File: config.mk
export PLATFORM = sky130hd
export DESIGN_NAME = bfm_queue
export DESIGN_NICKNAME = d
export VERILOG_FILES = /design/src/hw/rtl/brainfuck_machine_core_defines.svh /design/src/hw/rtl/bfm_pkg.sv /design/src/hw/rtl/bfm_queue.sv
export SDC_FILE = /design/constraint.sdc
export NUM_CORES = 1
export LEC_CHECK = 0
export ABC_AREA = 0
export BUFFER_PORTS_ARGS = -buffer_cell sky130_fd_sc_hd__buf_2
export CORE_ASPECT_RATIO = 0.7
export CORE_MARGIN = 1.5
export CORE_UTILIZATION = 52
export CTS_CLUSTER_DIAMETER = 100
export CTS_CLUSTER_SIZE = 30
export DETAILED_ROUTE_END_ITERATION = 8
export HOLD_SLACK_MARGIN = 0.02
export PLACE_DENSITY = 0.7
export SLEW_MARGIN = 20
export SYNTH_ARGS = -nofsm -noshare
export SYNTH_HDL_FRONTEND = slang
export SYNTH_SLANG_ARGS = --single-unit
File: constraint.sdc
create_clock -name i_clk -period 3.3 [get_ports i_clk]
set_input_delay 0.66 -clock i_clk [delete_from_list [all_inputs] [get_ports i_clk]]
set_output_delay 0.66 -clock i_clk [all_outputs]
set_load 0.01 [all_outputs]
File: src/hw/rtl/brainfuck_machine_core_defines.svh
// ----------------------------------------------------------------------------
// Assertion macros for the brainfuck machine core
// Concurrent assertion helpers that can be compiled out as a group.
// ----------------------------------------------------------------------------
`ifndef BRAINFUCK_MACHINE_CORE_DEFINES_SVH
`define BRAINFUCK_MACHINE_CORE_DEFINES_SVH
`ifndef ASSERT_OFF
`define BFM_ASSERT_IMP(label, clk, rst_n, ante, cons) \
    label: assert property (@(posedge clk) disable iff (!rst_n) (ante) |-> (cons)) \
        else $error("bfm assertion failed");
`define BFM_ASSERT_NEXT(label, clk, rst_n, ante, cons) \
    label: assert property (@(posedge clk) disable iff (!rst_n) (ante) |=> (cons)) \
        else $error("bfm assertion failed");
`else
`define BFM_ASSERT_IMP(label, clk, rst_n, ante, cons)
`define BFM_ASSERT_NEXT(label, clk, rst_n, ante, cons)
`endif
`endif

File: src/hw/rtl/bfm_pkg.sv
// ----------------------------------------------------------------------------
// Brainfuck machine package
// Sizes, symbol and status codes, and request types shared by the core.
// ----------------------------------------------------------------------------
package bfm_pkg;

    localparam int CELL_COUNT    = 64;
    localparam int PROGRAM_DEPTH = 512;
    localparam int QUEUE_DEPTH   = 4;

    localparam int CELL_AW  = $clog2(CELL_COUNT);
    localparam int PROG_AW  = $clog2(PROGRAM_DEPTH);
    localparam int LEN_W    = $clog2(PROGRAM_DEPTH + 1);
    localparam int QUEUE_AW = $clog2(QUEUE_DEPTH);
    localparam int QUEUE_CW = $clog2(QUEUE_DEPTH + 1);

    localparam logic [1:0] MODE_CLEAR  = 2'd0;
    localparam logic [1:0] MODE_APPEND = 2'd1;
    localparam logic [1:0] MODE_STEP   = 2'd2;

    localparam logic [1:0] ST_RUNNING   = 2'd0;
    localparam logic [1:0] ST_FINISHED  = 2'd1;
    localparam logic [1:0] ST_UNMATCHED = 2'd2;

    localparam logic [7:0] SYM_PLUS  = 8'h2B;
    localparam logic [7:0] SYM_MINUS = 8'h2D;
    localparam logic [7:0] SYM_LEFT  = 8'h3C;
    localparam logic [7:0] SYM_RIGHT = 8'h3E;
    localparam logic [7:0] SYM_DOT   = 8'h2E;
    localparam logic [7:0] SYM_OPEN  = 8'h5B;
    localparam logic [7:0] SYM_CLOSE = 8'h5D;

    typedef enum logic [1:0] {
        OP_CLEAR,
        OP_APPEND,
        OP_STEP
    } t_op;

    typedef struct packed {
        logic [1:0] mode;
        logic [7:0] symbol;
    } t_in_req;

    typedef struct packed {
        logic       out_valid;
        logic [7:0] out_byte;
        logic [1:0] status;
    } t_out_rsp;

    typedef struct packed {
        t_op        op;
        logic [7:0] sym;
    } t_op_req;

endpackage

File: src/hw/rtl/bfm_queue.sv
// ----------------------------------------------------------------------------
// Brainfuck machine operation queue
// Short first-in first-out buffer between the front end and the executor.
// ----------------------------------------------------------------------------
module bfm_queue
    import bfm_pkg::*;
(
    input  logic    i_clk,
    input  logic    i_rst_n,
    input  logic    i_push,
    input  t_op_req i_push_op,
    output logic    o_full,
    input  logic    i_pop,
    output t_op_req o_head,
    output logic    o_empty
);

    t_op_req               r_mem [QUEUE_DEPTH];
    logic [QUEUE_AW-1:0]   r_wr_ptr;
    logic [QUEUE_AW-1:0]   r_rd_ptr;
    logic [QUEUE_CW-1:0]   r_count;

    assign o_full  = (r_count == QUEUE_CW'(QUEUE_DEPTH));
    assign o_empty = (r_count == '0);
    assign o_head  = r_mem[r_rd_ptr];

    always_ff @(posedge i_clk) begin
        if (i_push) begin
            r_mem[r_wr_ptr] <= i_push_op;
        end
    end

    always_ff @(posedge i_clk) begin
        if (!i_rst_n) begin
            r_wr_ptr <= '0;
            r_rd_ptr <= '0;
            r_count  <= '0;
        end else begin
            if (i_push) begin
                r_wr_ptr <= (r_wr_ptr == QUEUE_AW'(QUEUE_DEPTH - 1)) ? '0 : r_wr_ptr + 1'b1;
            end
            if (i_pop) begin
                r_rd_ptr <= (r_rd_ptr == QUEUE_AW'(QUEUE_DEPTH - 1)) ? '0 : r_rd_ptr + 1'b1;
            end
            if (i_push && !i_pop) begin
                r_count <= r_count + 1'b1;
            end else if (!i_push && i_pop) begin
                r_count <= r_count - 1'b1;
            end
        end
    end

endmodule

==> results.ini <==
[clocking]
cts.root.buffer_cell = sky130_fd_sc_hd__clkbuf_8
clock_tree.htree_level_count = 2
cts.sink_count = 49
cts-hold-fix-buffers = 0
worst_setup_hold_path_clk_slew_ps = 80
cts_buffers = 5
max-clock-path-buffers = 2
cts-resized-gates = 0
post_cts.repair.setup_buffers = 0
insertion_delay_ps = 300
tritoncts_clock_tree = done

[sta]
report.final.slew_viol_count = 0
slew_worst_pin_ps = 679
setup_total_negative_slack_ps = 0
finClkSkew_ps = 11.5
setup_repair_after_global_routing_missed_its_margin = no
min_period_over_period = 0.749
timing.fmax_mhz = 404
slew_headroom = 0.547
final_period_minus_worst_setup_slack_ps = 2470
setup_violations = 0
setup_slack_ps = 827
timing.final.hold_violations = 0

[logic_synthesis]
synthesis.area_per_instance_um2 = 19.8
post_synth_mux_area_share = 0.140
yosys.cell_types.count = 20
syn-cell-area_mm2 = 0.00190
synth.yosys.warnings = 0
synthTopCellsByArea = sky130_fd_sc_hd__edfxtp_1, sky130_fd_sc_hd__mux4_2, sky130_fd_sc_hd__dfxtp_1
synthAdderAreaFrac = 0.0500
synth.largest_area_cell = sky130_fd_sc_hd__edfxtp_1
synth-seq-cells = 49
netlist.area_leader.share = 0.632
synth_top_family_by_area = multiplexers
syn_nets = 117
post_synth_xor_area_fraction = 0.00922
synth_compound_gate_area_share = 0.0105
synth.yosys.seq_area_share = 0.727
synthesis.instances = 96
synthSimpleGateAreaFrac = 0.0474

[detailed_routing]
route.detailed.wl_per_inst_um = 16.1
routed_via_density = 5.27
wirelength_um = 2850
remaining_drc_errors = 0
drt_first_iter_violations = 80
remaining_antenna_violation_count_after_routing = 0
dr_total_vias = 932
drt_first_pass_iters = 4

[worst_setup_path]
critPathKind = reg -> out
cp.arrival_ps = 1810
timing.critical_path.to_type = output pin
r2r_setup_slk_ps = 1850
worst-r2r-cell-count = 4
rr_endpoint = r_count[2]$_SDFFE_PN0P_
crit_required_ps = 2640
worst_setup_path_start_kind = flop
cp_max_fo = 10
worstReg2RegStart = r_count[0]$_SDFFE_PN0P_

[grt]
antenna_found_initial = 0
grt_pass1_wl_um = 4500
grt_start_max_net_pins = 16
grt-ovfl-total = 0
grtUsageTotal = 0.170
number_of_global_route_vias_before_repair = 970

[power]
clock_power_share = 0.285
irDropWorstVdd_v = 0.000361
power.share.combinational = 0.108
power_density_mw_per_mm2 = 556
seq_power_share = 0.607
netSwitchingFraction = 0.232
power.net_switching_w = 0.000278
static-leakage-power_nw = 0.778
p_int_w = 0.000922

[layout]
syn_to_final_growth_pct = 13.6
finish.cell_count_without_fillers = 177
nNetsFinal = 147
antenna_cells = 0
final_layout_size_suffix_gt1_frac = 0.331

[min_path]
worstHoldPathCells = 2
min_from = r_count[2]$_SDFFE_PN0P_
worst_hold_path_type = reg -> reg
min_to = r_count[2]$_SDFFE_PN0P_

[floorplanning]
fp.dieW_um = 75.3
io_pins = 26
core_region_area_mm2 = 0.00351
die_h_um = 53.6
design.die.area_mm2 = 0.00403
num_rows = 18
floorplan.initialDensity = 0.541

[place]
dp_worst_setup_slack_ps = 1110
place_congestion = 0.615
placed_cells = 169
detailed_place_hpwl_um = 2000
port_buffers = 25

[flow_run]
maximum_capacitance_violations = 0

[outcome]
status = completed

[cell usage in the layout (no fill, tap or decap), types with 2 or more instances in the layout]
master,instances
sky130_fd_sc_hd__edfxtp_1,40
sky130_fd_sc_hd__buf_2,25
sky130_fd_sc_hd__mux4_2,10
sky130_fd_sc_hd__dfxtp_1,9
sky130_fd_sc_hd__ha_1,6
sky130_fd_sc_hd__and2_1,5
sky130_fd_sc_hd__nor2b_1,5
sky130_fd_sc_hd__clkbuf_8,5
sky130_fd_sc_hd__inv_1,4
sky130_fd_sc_hd__mux2i_1,4
sky130_fd_sc_hd__nor3_1,2
[registers in the layout (all words and copies together), names as in the netlist, named ones only]
name	count
r_count	3
r_wr_ptr	2
r_rd_ptr	2
r_mem	40
[critical path, stage by stage, from the launching register on]
cell and delay [ps]:
sky130_fd_sc_hd__dfxtp_1 770, sky130_fd_sc_hd__mux4_2 590, sky130_fd_sc_hd__buf_2 160
[kinds of logic (layout without fill, tap and decap cells)]
| logic type | count (synthesis) | count (layout) |
|---|---|---|
| flops | 49 | 49 |
| simple gates | 15 | 15 |
| mux | 14 | 14 |
| fa+ha+maj | 7 | 7 |
| buf+inv | 6 | 37 |
| compound gates | 3 | 3 |
| xor+xnor | 2 | 2 |
[how the worst max path moves through the flow]
stage / slack [ps] / endpoint / cells after the start
floorplan: 1380 / r_count[2]$_SDFFE_PN0P_ / 7
global placement: 1120 / o_head[4] / 2
detailed placement: 1110 / o_head[4] / 2
CTS: 780 / o_head[4] / 2
global route: 680 / o_head[0] / 2
finish: 830 / o_head[4] / 2
[routing by layer]
metal  wire length, µm  vias up  global-route usage
met5                 0        -                   0
met3               137        9              0.0562
met2              1360       19               0.260
met4                81        0               0.107
met1              1270      475               0.214
li1                  -      429                   -
[power by group through the flow]
stage               Clock (W)  Combinational (W)  Sequential, W
finish               0.000342           0.000130       0.000728
detailed placement          0           0.000132       0.000743
floorplan                   0          0.0000927       0.000730
global route         0.000370           0.000146       0.000734
global placement            0           0.000125       0.000741
CTS                  0.000350           0.000132       0.000729
[synth_stat cells]
master	count
sky130_fd_sc_hd__and2_1	5
sky130_fd_sc_hd__mux4_2	10
sky130_fd_sc_hd__inv_1	4
sky130_fd_sc_hd__buf_6	1
sky130_fd_sc_hd__clkbuf_2	1
sky130_fd_sc_hd__mux2i_1	4
sky130_fd_sc_hd__xnor2_1	1
sky130_fd_sc_hd__nor2_1	1
sky130_fd_sc_hd__or3_1	1
sky130_fd_sc_hd__a21boi_1	1
sky130_fd_sc_hd__o21ai_0	1
sky130_fd_sc_hd__fa_1	1
sky130_fd_sc_hd__dfxtp_1	9
sky130_fd_sc_hd__xor2_1	1
sky130_fd_sc_hd__nor3b_1	1
sky130_fd_sc_hd__ha_1	6
sky130_fd_sc_hd__nor3_1	2
sky130_fd_sc_hd__nor2b_1	5
sky130_fd_sc_hd__o21a_1	1
sky130_fd_sc_hd__edfxtp_1	40
[area by class of cell]
class                           count  area (µm²)
Sequential cell                    49        1380
Fill cell                         289        1360
Multi-Input combinational cell     41         488
Timing Repair Buffer               25         125
Clock buffer                        6        72.6
Tap cell                           50        62.6
Inverter                            4        15.0
Clock inverter                      2        13.8
[metrics by stage]
stage	hold slack, ps	instance area, µm²	total power, W	util
4_1_cts	522	2160	0.00121	0.614
2_1_floorplan	465	1900	0.000822	-
3_5_place_dp	504	2070	0.000875	0.590
3_3_place_gp	475	2070	0.000866	0.590
6_report	522	2160	0.00120	0.614
5_1_grt	564	2160	0.00125	0.614
(Power assumes the default switching activity.)
