<file path="config.mk">
export PLATFORM = sky130hd
export DESIGN_NAME = bfm_front
export DESIGN_NICKNAME = d
export VERILOG_FILES = /design/src/hw/rtl/brainfuck_machine_core_defines.svh /design/src/hw/rtl/bfm_pkg.sv /design/src/hw/rtl/bfm_front.sv
export SDC_FILE = /design/constraint.sdc
export NUM_CORES = 1
export LEC_CHECK = 0
export BUFFER_PORTS_ARGS = -buffer_cell sky130_fd_sc_hd__buf_2
export CAP_MARGIN = 15
export CELL_PAD_IN_SITES_DETAIL_PLACEMENT = 1
export CELL_PAD_IN_SITES_GLOBAL_PLACEMENT = 1
export CORE_AREA = 4 4 41 43
export DETAILED_ROUTE_END_ITERATION = 8
export DIE_AREA = 0 0 45 47
export GPL_TIMING_DRIVEN = 0
export PLACE_DENSITY = 0.8
export SYNTH_ARGS = -nofsm -noshare
export SYNTH_HDL_FRONTEND = slang
export SYNTH_SLANG_ARGS = --single-unit
</file>
<file path="constraint.sdc">
create_clock -name i_clk -period 4.1 [get_ports i_clk]
set_clock_uncertainty 0.1 [all_clocks]
set_input_delay 0.615 -clock i_clk [delete_from_list [all_inputs] [get_ports i_clk]]
set_output_delay 0.615 -clock i_clk [all_outputs]
set_load 0.01 [all_outputs]
</file>
<file path="src/hw/rtl/brainfuck_machine_core_defines.svh">
// ----------------------------------------------------------------------------
// Assertion macros for the brainfuck machine core
// Concurrent assertion helpers that can be compiled out as a group.
// ----------------------------------------------------------------------------
`ifndef BRAINFUCK_MACHINE_CORE_DEFINES_SVH
`define BRAINFUCK_MACHINE_CORE_DEFINES_SVH
`ifndef ASSERT_OFF
`define BFM_ASSERT_IMP(label, clk, rst_n, ante, cons) \
    label: assert property (@(posedge clk) disable iff (!rst_n) (ante) |-> (cons)) \
        else $error("bfm assertion failed");
`define BFM_ASSERT_NEXT(label, clk, rst_n, ante, cons) \
    label: assert property (@(posedge clk) disable iff (!rst_n) (ante) |=> (cons)) \
        else $error("bfm assertion failed");
`else
`define BFM_ASSERT_IMP(label, clk, rst_n, ante, cons)
`define BFM_ASSERT_NEXT(label, clk, rst_n, ante, cons)
`endif
`endif

</file>
<file path="src/hw/rtl/bfm_pkg.sv">
// ----------------------------------------------------------------------------
// Brainfuck machine package
// Sizes, symbol and status codes, and request types shared by the core.
// ----------------------------------------------------------------------------
package bfm_pkg;

    localparam int CELL_COUNT    = 64;
    localparam int PROGRAM_DEPTH = 512;
    localparam int QUEUE_DEPTH   = 4;

    localparam int CELL_AW  = $clog2(CELL_COUNT);
    localparam int PROG_AW  = $clog2(PROGRAM_DEPTH);
    localparam int LEN_W    = $clog2(PROGRAM_DEPTH + 1);
    localparam int QUEUE_AW = $clog2(QUEUE_DEPTH);
    localparam int QUEUE_CW = $clog2(QUEUE_DEPTH + 1);

    localparam logic [1:0] MODE_CLEAR  = 2'd0;
    localparam logic [1:0] MODE_APPEND = 2'd1;
    localparam logic [1:0] MODE_STEP   = 2'd2;

    localparam logic [1:0] ST_RUNNING   = 2'd0;
    localparam logic [1:0] ST_FINISHED  = 2'd1;
    localparam logic [1:0] ST_UNMATCHED = 2'd2;

    localparam logic [7:0] SYM_PLUS  = 8'h2B;
    localparam logic [7:0] SYM_MINUS = 8'h2D;
    localparam logic [7:0] SYM_LEFT  = 8'h3C;
    localparam logic [7:0] SYM_RIGHT = 8'h3E;
    localparam logic [7:0] SYM_DOT   = 8'h2E;
    localparam logic [7:0] SYM_OPEN  = 8'h5B;
    localparam logic [7:0] SYM_CLOSE = 8'h5D;

    typedef enum logic [1:0] {
        OP_CLEAR,
        OP_APPEND,
        OP_STEP
    } t_op;

    typedef struct packed {
        logic [1:0] mode;
        logic [7:0] symbol;
    } t_in_req;

    typedef struct packed {
        logic       out_valid;
        logic [7:0] out_byte;
        logic [1:0] status;
    } t_out_rsp;

    typedef struct packed {
        t_op        op;
        logic [7:0] sym;
    } t_op_req;

endpackage

</file>
<file path="src/hw/rtl/bfm_front.sv">
// ----------------------------------------------------------------------------
// Brainfuck machine front end
// Accepts requests, classifies them into operations and feeds the queue.
// ----------------------------------------------------------------------------
module bfm_front
    import bfm_pkg::*;
(
    input  logic    i_clk,
    input  logic    i_rst_n,
    input  logic    i_in_valid,
    input  t_in_req i_in,
    output logic    o_in_stall,
    output logic    o_push,
    output t_op_req o_push_op,
    input  logic    i_q_full
);

    logic    r_valid;
    t_op_req r_op;

    assign o_in_stall = r_valid && i_q_full;
    assign o_push     = r_valid && !i_q_full;
    assign o_push_op  = r_op;

    always_ff @(posedge i_clk) begin
        if (!i_rst_n) begin
            r_valid <= 1'b0;
        end else begin
            if (o_push) begin
                r_valid <= 1'b0;
            end
            if (i_in_valid && !o_in_stall) begin
                r_op.sym <= i_in.symbol;
                case (i_in.mode)
                    MODE_CLEAR: begin
                        r_valid   <= 1'b1;
                        r_op.op   <= OP_CLEAR;
                    end
                    MODE_APPEND: begin
                        r_valid   <= 1'b1;
                        r_op.op   <= OP_APPEND;
                    end
                    MODE_STEP: begin
                        r_valid   <= 1'b1;
                        r_op.op   <= OP_STEP;
                    end
                    default: begin
                    end
                endcase
            end
        end
    end

endmodule

</file>
==> results of run 1 <==
## Yosys cell counts (all sizes together)
cell type,count
a211oi,1
a21boi,1
and2,1
dfxtp,1
edfxtp,10
nand2,1
nor2,1
nor2b,3
o21a,1
## kinds of logic (layout without fill, tap and decap cells)
group / count (synthesis) / count (layout)
flops: 11 / 11
simple gates: 6 / 6
compound gates: 3 / 3
buf+inv: 0 / 29
## flip-flops by register name, summed over array words and instances, names as in the netlist
name	count
o_push_op	10
r_valid	1
## worst paths after layout
kind | endpoint | slack, ns | cells after the start
min | o_push_op[3] | 0.43 | 1
max | o_in_stall | 2.39 | 3
min reg2reg | r_valid | 0.54 | 2
max reg2reg | o_push_op[0] | 2.67 | 2
## power breakdown
| part | internal (W) | switching [W] | leakage (nW) |
|---|---|---|---|
| Clock | 0.0000376 | 0.0000322 | 0.0150 |
| Combinational | 0.0000101 | 0.0000105 | 0.125 |
| Sequential | 0.000128 | 0.00000117 | 0.102 |
| Total | 0.000176 | 0.0000439 | 0.242 |
## stage by stage
step / cell area (sq um) / utilization / setup WS (ns) / hold slack (ns) / power, W
after floorplan: 383 / - / 2.48 / 0.509 / 0.000140
after global placement: 527 / 0.405 / 2.29 / 0.514 / 0.000152
after detailed placement: 527 / 0.405 / 2.25 / 0.531 / 0.000153
after CTS: 553 / 0.425 / 2.39 / 0.419 / 0.000226
after global routing: 553 / 0.425 / 2.37 / 0.419 / 0.000231
final: 553 / 0.425 / 2.39 / 0.432 / 0.000220
## metal layers
metal,GRT usage,vias to the layer above,wire [um]
met5,0,-,0
met3,0.0383,2,139
met1,0.0957,117,322
li1,-,131,-
met2,0.138,24,372
met4,0.0702,0,5
## layout make-up
cell class	count	area (sq um)
clock buffers	4	26.3
multi-input cells	9	62.6
repair buffers	25	125
flip-flops and latches	11	320
fillers	148	748
well taps	15	18.8
==> summary.txt, run 1 <==
post-synthesis sequential area ratio = 0.837
Worst Path Required = 3.38 ns
post-layout min period = 1.71 ns
Critical Path Source Type = input port
achievable clock frequency = 585 MHz
Die Outline Area = 2120 sq um
source-to-sink clock delay at the later pin of the worst-skew pair = 0.26 ns
cell area after synthesis = 383 sq um
initial antenna violation count = 0
count of final setup violators = 0
Setup Fix Bufs, Post-CTS = 0
area share of xor/xnor cells in the synthesized design = 0
first-pass GRT wire length = 1.21 mm
post-CTS resize count = 0
Synthesis Warnings = 0
result of the run = finished, final reports clean
share of the synthesized area in compound gates (AO/OA/AOI/OAI) = 0.0719
height of the die = 47 um
drt pass-1 iters = 2
Power Dens Cells = 397 nW/um^2
highest net fanout along the worst path = 4
fraction of the mapped netlist area in adder cells = 0
worst min path class = input port to flop
total of flip-flops plus latches after synthesis = 11
post-route clock period utilization = 0.417
number of remaining DRC errors = 0
beginning of the critical path = i_q_full
core box area = 1300 sq um
non-filler instance count after layout = 64
critical path, cell by cell = buf_2 > and2_4 > buf_2
Worst Min Path Start = i_in[3]
fraction of synthesized cell area taken by the top area cell type = 0.784
number of nets in the finished design = 64
Starting DRT DRC Count = 1
main combinational cell family by area after synthesis = simple AND/OR/NAND/NOR gates
clock root buffer master = sky130_fd_sc_hd__clkbuf_4
detailed-route wire length per cell = 13.1 um
number of placed instances, taps included = 60
DP Wirelength = 723 um
detail-routed via count per cell = 4.28
Worst path most repeated cell = sky130_fd_sc_hd__buf_2
Top delay family on crit path = buffers and inverters
hold violation total from the final report = 0
CTS sink cnt = 11
commonest non-fill, non-tap cell in the layout = sky130_fd_sc_hd__buf_2
CP Buf/Inv Count = 2
worst-case clock buffer depth = 2
post-cts hold buffer count = 0
H-tree Lvls = 1
Remaining Overflow, GRT = 0
total nets after synthesis = 34
type of element capturing the critical path = primary output
effective utilization at floorplan = 0.294
Ports = 26
count of inserted antenna diode cells = 0
Worst Max-Slew Pin Slew = 0.616 ns
mux contribution to synthesized area = 0
average cell area after synthesis = 19.1 sq um
Horiz. Die Dim = 45 um
Reg-to-Reg Start = r_valid
proportion of layout cells with a drive suffix above 1 = 0.612
synthesized-area fraction occupied by and/or/nand/nor cells = 0.0915
RSZ-0062 raised after global routing = no
weighted congestion reported at the end of routability-driven placement = 0.660
pin count of the biggest net entering global routing = 9
count of buffers inserted at the top-level ports = 25
Crit path largest cell delay = 0.14 ns
sum of routed wire length over all layers = 840 um
routed via count = 274
path type of the worst setup path = input port to primary output
GRT Overall Usage = 0.0892
number of pins with negative max-slew slack in the final report = 0
cells taking the most area after synthesis = sky130_fd_sc_hd__edfxtp_1, sky130_fd_sc_hd__dfxtp_1, sky130_fd_sc_hd__nor2b_1, sky130_fd_sc_hd__a211oi_2, sky130_fd_sc_hd__and2_4
cell count after synthesis = 20
CTS buffer count = 3
remaining max-slew budget at the tightest pin = 0.588
number of distinct library cell variants in the gate-level netlist after synthesis = 9
data arrival at the endpoint of the critical path = 0.99 ns
Clock Pin Slew Worst Setup and Hold Paths = 0.06 ns
relative area change from synthesis to final layout = 44.4%
P_leak = 0.242 nW
VDD IR-drop max = 0.000137 V
Std-Cell Rows = 13
clock tree from TritonCTS = yes
cell accounting for the most synthesized area = sky130_fd_sc_hd__edfxtp_1
vias in the first global route = 299
top library cells by usage in the layout, fill and taps aside = sky130_fd_sc_hd__buf_2, sky130_fd_sc_hd__edfxtp_1, sky130_fd_sc_hd__nor2b_1, sky130_fd_sc_hd__clkbuf_4
slowest cell on the critical path = sky130_fd_sc_hd__and2_4
Routed Antenna Nets = 0
sum of negative setup slack = 0 ns
maxcap violations = 0
(Power assumes the default switching activity.)
==> run 2, diff against run 1 <==
--- a/config.mk
+++ b/config.mk
@@ -9,11 +9,11 @@
 export CAP_MARGIN = 15
 export CELL_PAD_IN_SITES_DETAIL_PLACEMENT = 1
 export CELL_PAD_IN_SITES_GLOBAL_PLACEMENT = 1
-export CORE_AREA = 4 4 41 43
+export CORE_MARGIN = 4
+export CORE_UTILIZATION = 25
 export DETAILED_ROUTE_END_ITERATION = 8
-export DIE_AREA = 0 0 45 47
 export GPL_TIMING_DRIVEN = 0
-export PLACE_DENSITY = 0.8
+export PLACE_DENSITY = 0.75
 export SYNTH_ARGS = -nofsm -noshare
 export SYNTH_HDL_FRONTEND = slang
 export SYNTH_SLANG_ARGS = --single-unit
==> constraint.sdc (replaced) <==
create_clock -name i_clk -period 1.5 [get_ports i_clk]
set_clock_uncertainty 0.1 [all_clocks]
set_input_delay 0.225 -clock i_clk [delete_from_list [all_inputs] [get_ports i_clk]]
set_output_delay 0.225 -clock i_clk [all_outputs]
set_load 0.01 [all_outputs]
==> summary.txt, run 2 (synthesized netlist as in run 1, its figures left out) <==
number of fillers in the final layout = 158 (+6.8%)
Clock Pin Slew Worst Setup and Hold Paths = 0.07 ns (about the same)
Critical Path Source Type = flop
CTS buffer count = 3 (unchanged)
type of element capturing the critical path = flop
detailed-route wire length per cell = 13.5 um (+3.1%)
Util after Layout = 0.407 (-0.0184)
sum of routed wire length over all layers = 866 um (+3.1%)
Crit path largest cell delay = 0.32 ns (+0.18 ns)
Ports = 26 (unchanged)
Std-Cell Rows = 13 (unchanged)
global routing usage on met3 = 0.0536 (+0.0153)
Worst Path Required = 1.32 ns (-2.06 ns)
top library cells by usage in the layout, fill and taps aside = sky130_fd_sc_hd__buf_2, sky130_fd_sc_hd__edfxtp_1, sky130_fd_sc_hd__nor2b_1, sky130_fd_sc_hd__clkbuf_4
number of flip-flops in the largest register = 10 (unchanged)
area occupied by multi-input gates = 65.1 sq um (+4.0%)
sequential cell area in the final layout = 320 sq um (unchanged)
routing usage on met1 = 0.0815 (-0.0142)
maxcap violations = 0 (unchanged)
RSZ-0062 raised after global routing = no
H-tree Lvls = 1 (unchanged)
Top delay family on crit path = simple AND/OR/NAND/NOR gates
final total power = 0.000601 W (+170%)
Power Dens Cells = 1080 nW/um^2 (+170%)
worst min path class = input port to flop
worst flop-to-flop path endpoint = o_push_op[0]
clock root buffer master = sky130_fd_sc_hd__clkbuf_4
count of inserted antenna diode cells = 0 (unchanged)
P_leak = 0.241 nW (about the same)
achievable clock frequency = 805 MHz
proportion of layout cells with a drive suffix above 1 = 0.633 (+0.0204)
source-to-sink clock delay at the later pin of the worst-skew pair = 0.26 ns (about the same)
CTS sink cnt = 11 (unchanged)
core box area = 1370 sq um (+5.0%)
hold violation total from the final report = 0 (unchanged)
count of buffers inserted at the top-level ports = 25 (unchanged)
Crit path depth = 2 (-1)
first-pass GRT wire length = 1.09 mm (-10%)
initial antenna violation count = 0 (unchanged)
total placed instance area = 527 sq um (unchanged)
Starting DRT DRC Count = 1 (unchanged)
post-layout min period = 1.24 ns
worst-case clock buffer depth = 2 (unchanged)
Die Outline Area = 2220 sq um (+5.0%)
sum of negative setup slack = 0 ns (unchanged)
slowest cell on the critical path = sky130_fd_sc_hd__nor2_2
Remaining Overflow, GRT = 0 (unchanged)
post-route clock period utilization = 0.828
clock tree from TritonCTS = yes
critical path, cell by cell = and2_4 > nor2_2
count of final setup violators = 0 (unchanged)
Reg-to-Reg Start = r_valid
pin count of the biggest net entering global routing = 9 (unchanged)
detail-routed via count per cell = 4.36 (+1.8%)
weighted congestion reported at the end of routability-driven placement = 0.623 (-5.5%)
height of the die = 47.1 um (+0.29%)
remaining max-slew budget at the tightest pin = 0.748 (+0.160)
result of the run = finished, final reports clean
routed via count = 279 (+1.8%)
number of pins with negative max-slew slack in the final report = 0 (unchanged)
VDD IR-drop max = 0.000388 V (+180%)
beginning of the critical path = r_valid
Routed Antenna Nets = 0 (unchanged)
number of nets in the finished design = 64 (unchanged)
highest net fanout along the worst path = 8 (+4)
GRT Overall Usage = 0.0757 (-0.0135)
CP Buf/Inv Count = 0 (-2)
Reg2Reg Setup Slack = 0.26 ns (-2.41 ns)
global routing's busiest layer = met2
commonest non-fill, non-tap cell in the layout = sky130_fd_sc_hd__buf_2
Worst Max-Slew Pin Slew = 0.378 ns (-0.239 ns)
CP endpoint = o_push_op[0]
effective utilization at floorplan = 0.280 (-0.0140)
post-cts hold buffer count = 0 (unchanged)
relative area change from synthesis to final layout = 45.1%
data arrival at the endpoint of the critical path = 1.06 ns (+0.07 ns)
post-route standard cell area excluding fillers = 556 sq um (+0.45%)
path type of the worst setup path = flop to flop
vias in the first global route = 260 (-13%)
number of remaining DRC errors = 0 (unchanged)
Horiz. Die Dim = 47.1 um (+4.7%)
drt pass-1 iters = 2 (unchanged)
depth of the worst register-to-register path = 2 (unchanged)
met2 track demand over resource in global routing = 0.114 (-0.0246)
run 2: layout make-up:
type,instances,area share
multi-input cells,9,0.117
repair buffers,25,0.225
well taps,15,0.0338
flip-flops and latches,11,0.577
clock buffers,4,0.0473
run 2: metal layers:
metal	wire length, um	vias to the layer above	share of wire
met3	188	0	0.22
met5	0	-	0
met4	0	0	0
li1	-	133	-
met2	328	26	0.38
met1	350	120	0.40
run 2: what timing repair did:
| item | in CTS | in global routing |
|---|---|---|
| setup buffers | 0 | 0 |
| resized for setup | 0 | 1 |
| setup endpoints to repair | 0 | 8 |
run 2: where the power goes:
part,leakage [nW],switching (W),internal [W]
Clock,0.0150,0.0000870,0.000102
Combinational,0.125,0.0000296,0.0000279
Sequential,0.102,0.00000350,0.000350
Total,0.241,0.000120,0.000481
run 2: worst min path at each step:
stage / from / to / cells after the start
floorplan: i_in[0] / o_push_op[0] / 0
global placement: i_in[4] / o_push_op[4] / 1
detailed placement: i_in[6] / o_push_op[6] / 1
CTS: i_in[7] / o_push_op[7] / 1
global route: i_in[7] / o_push_op[7] / 1
finish: i_in[7] / o_push_op[7] / 1
run 2: metrics by stage:
stage / std cells / setup WS [ns] / hold WS [ns]
final: 64 / 0.258 / 0.0393
after floorplan: 20 / 0.184 / 0.224
after global routing: 64 / 0.174 / 0.0229
after global placement: 60 / 0.0620 / 0.302
after detailed placement: 60 / 0.0366 / 0.305
after CTS: 64 / 0.0480 / 0.0355
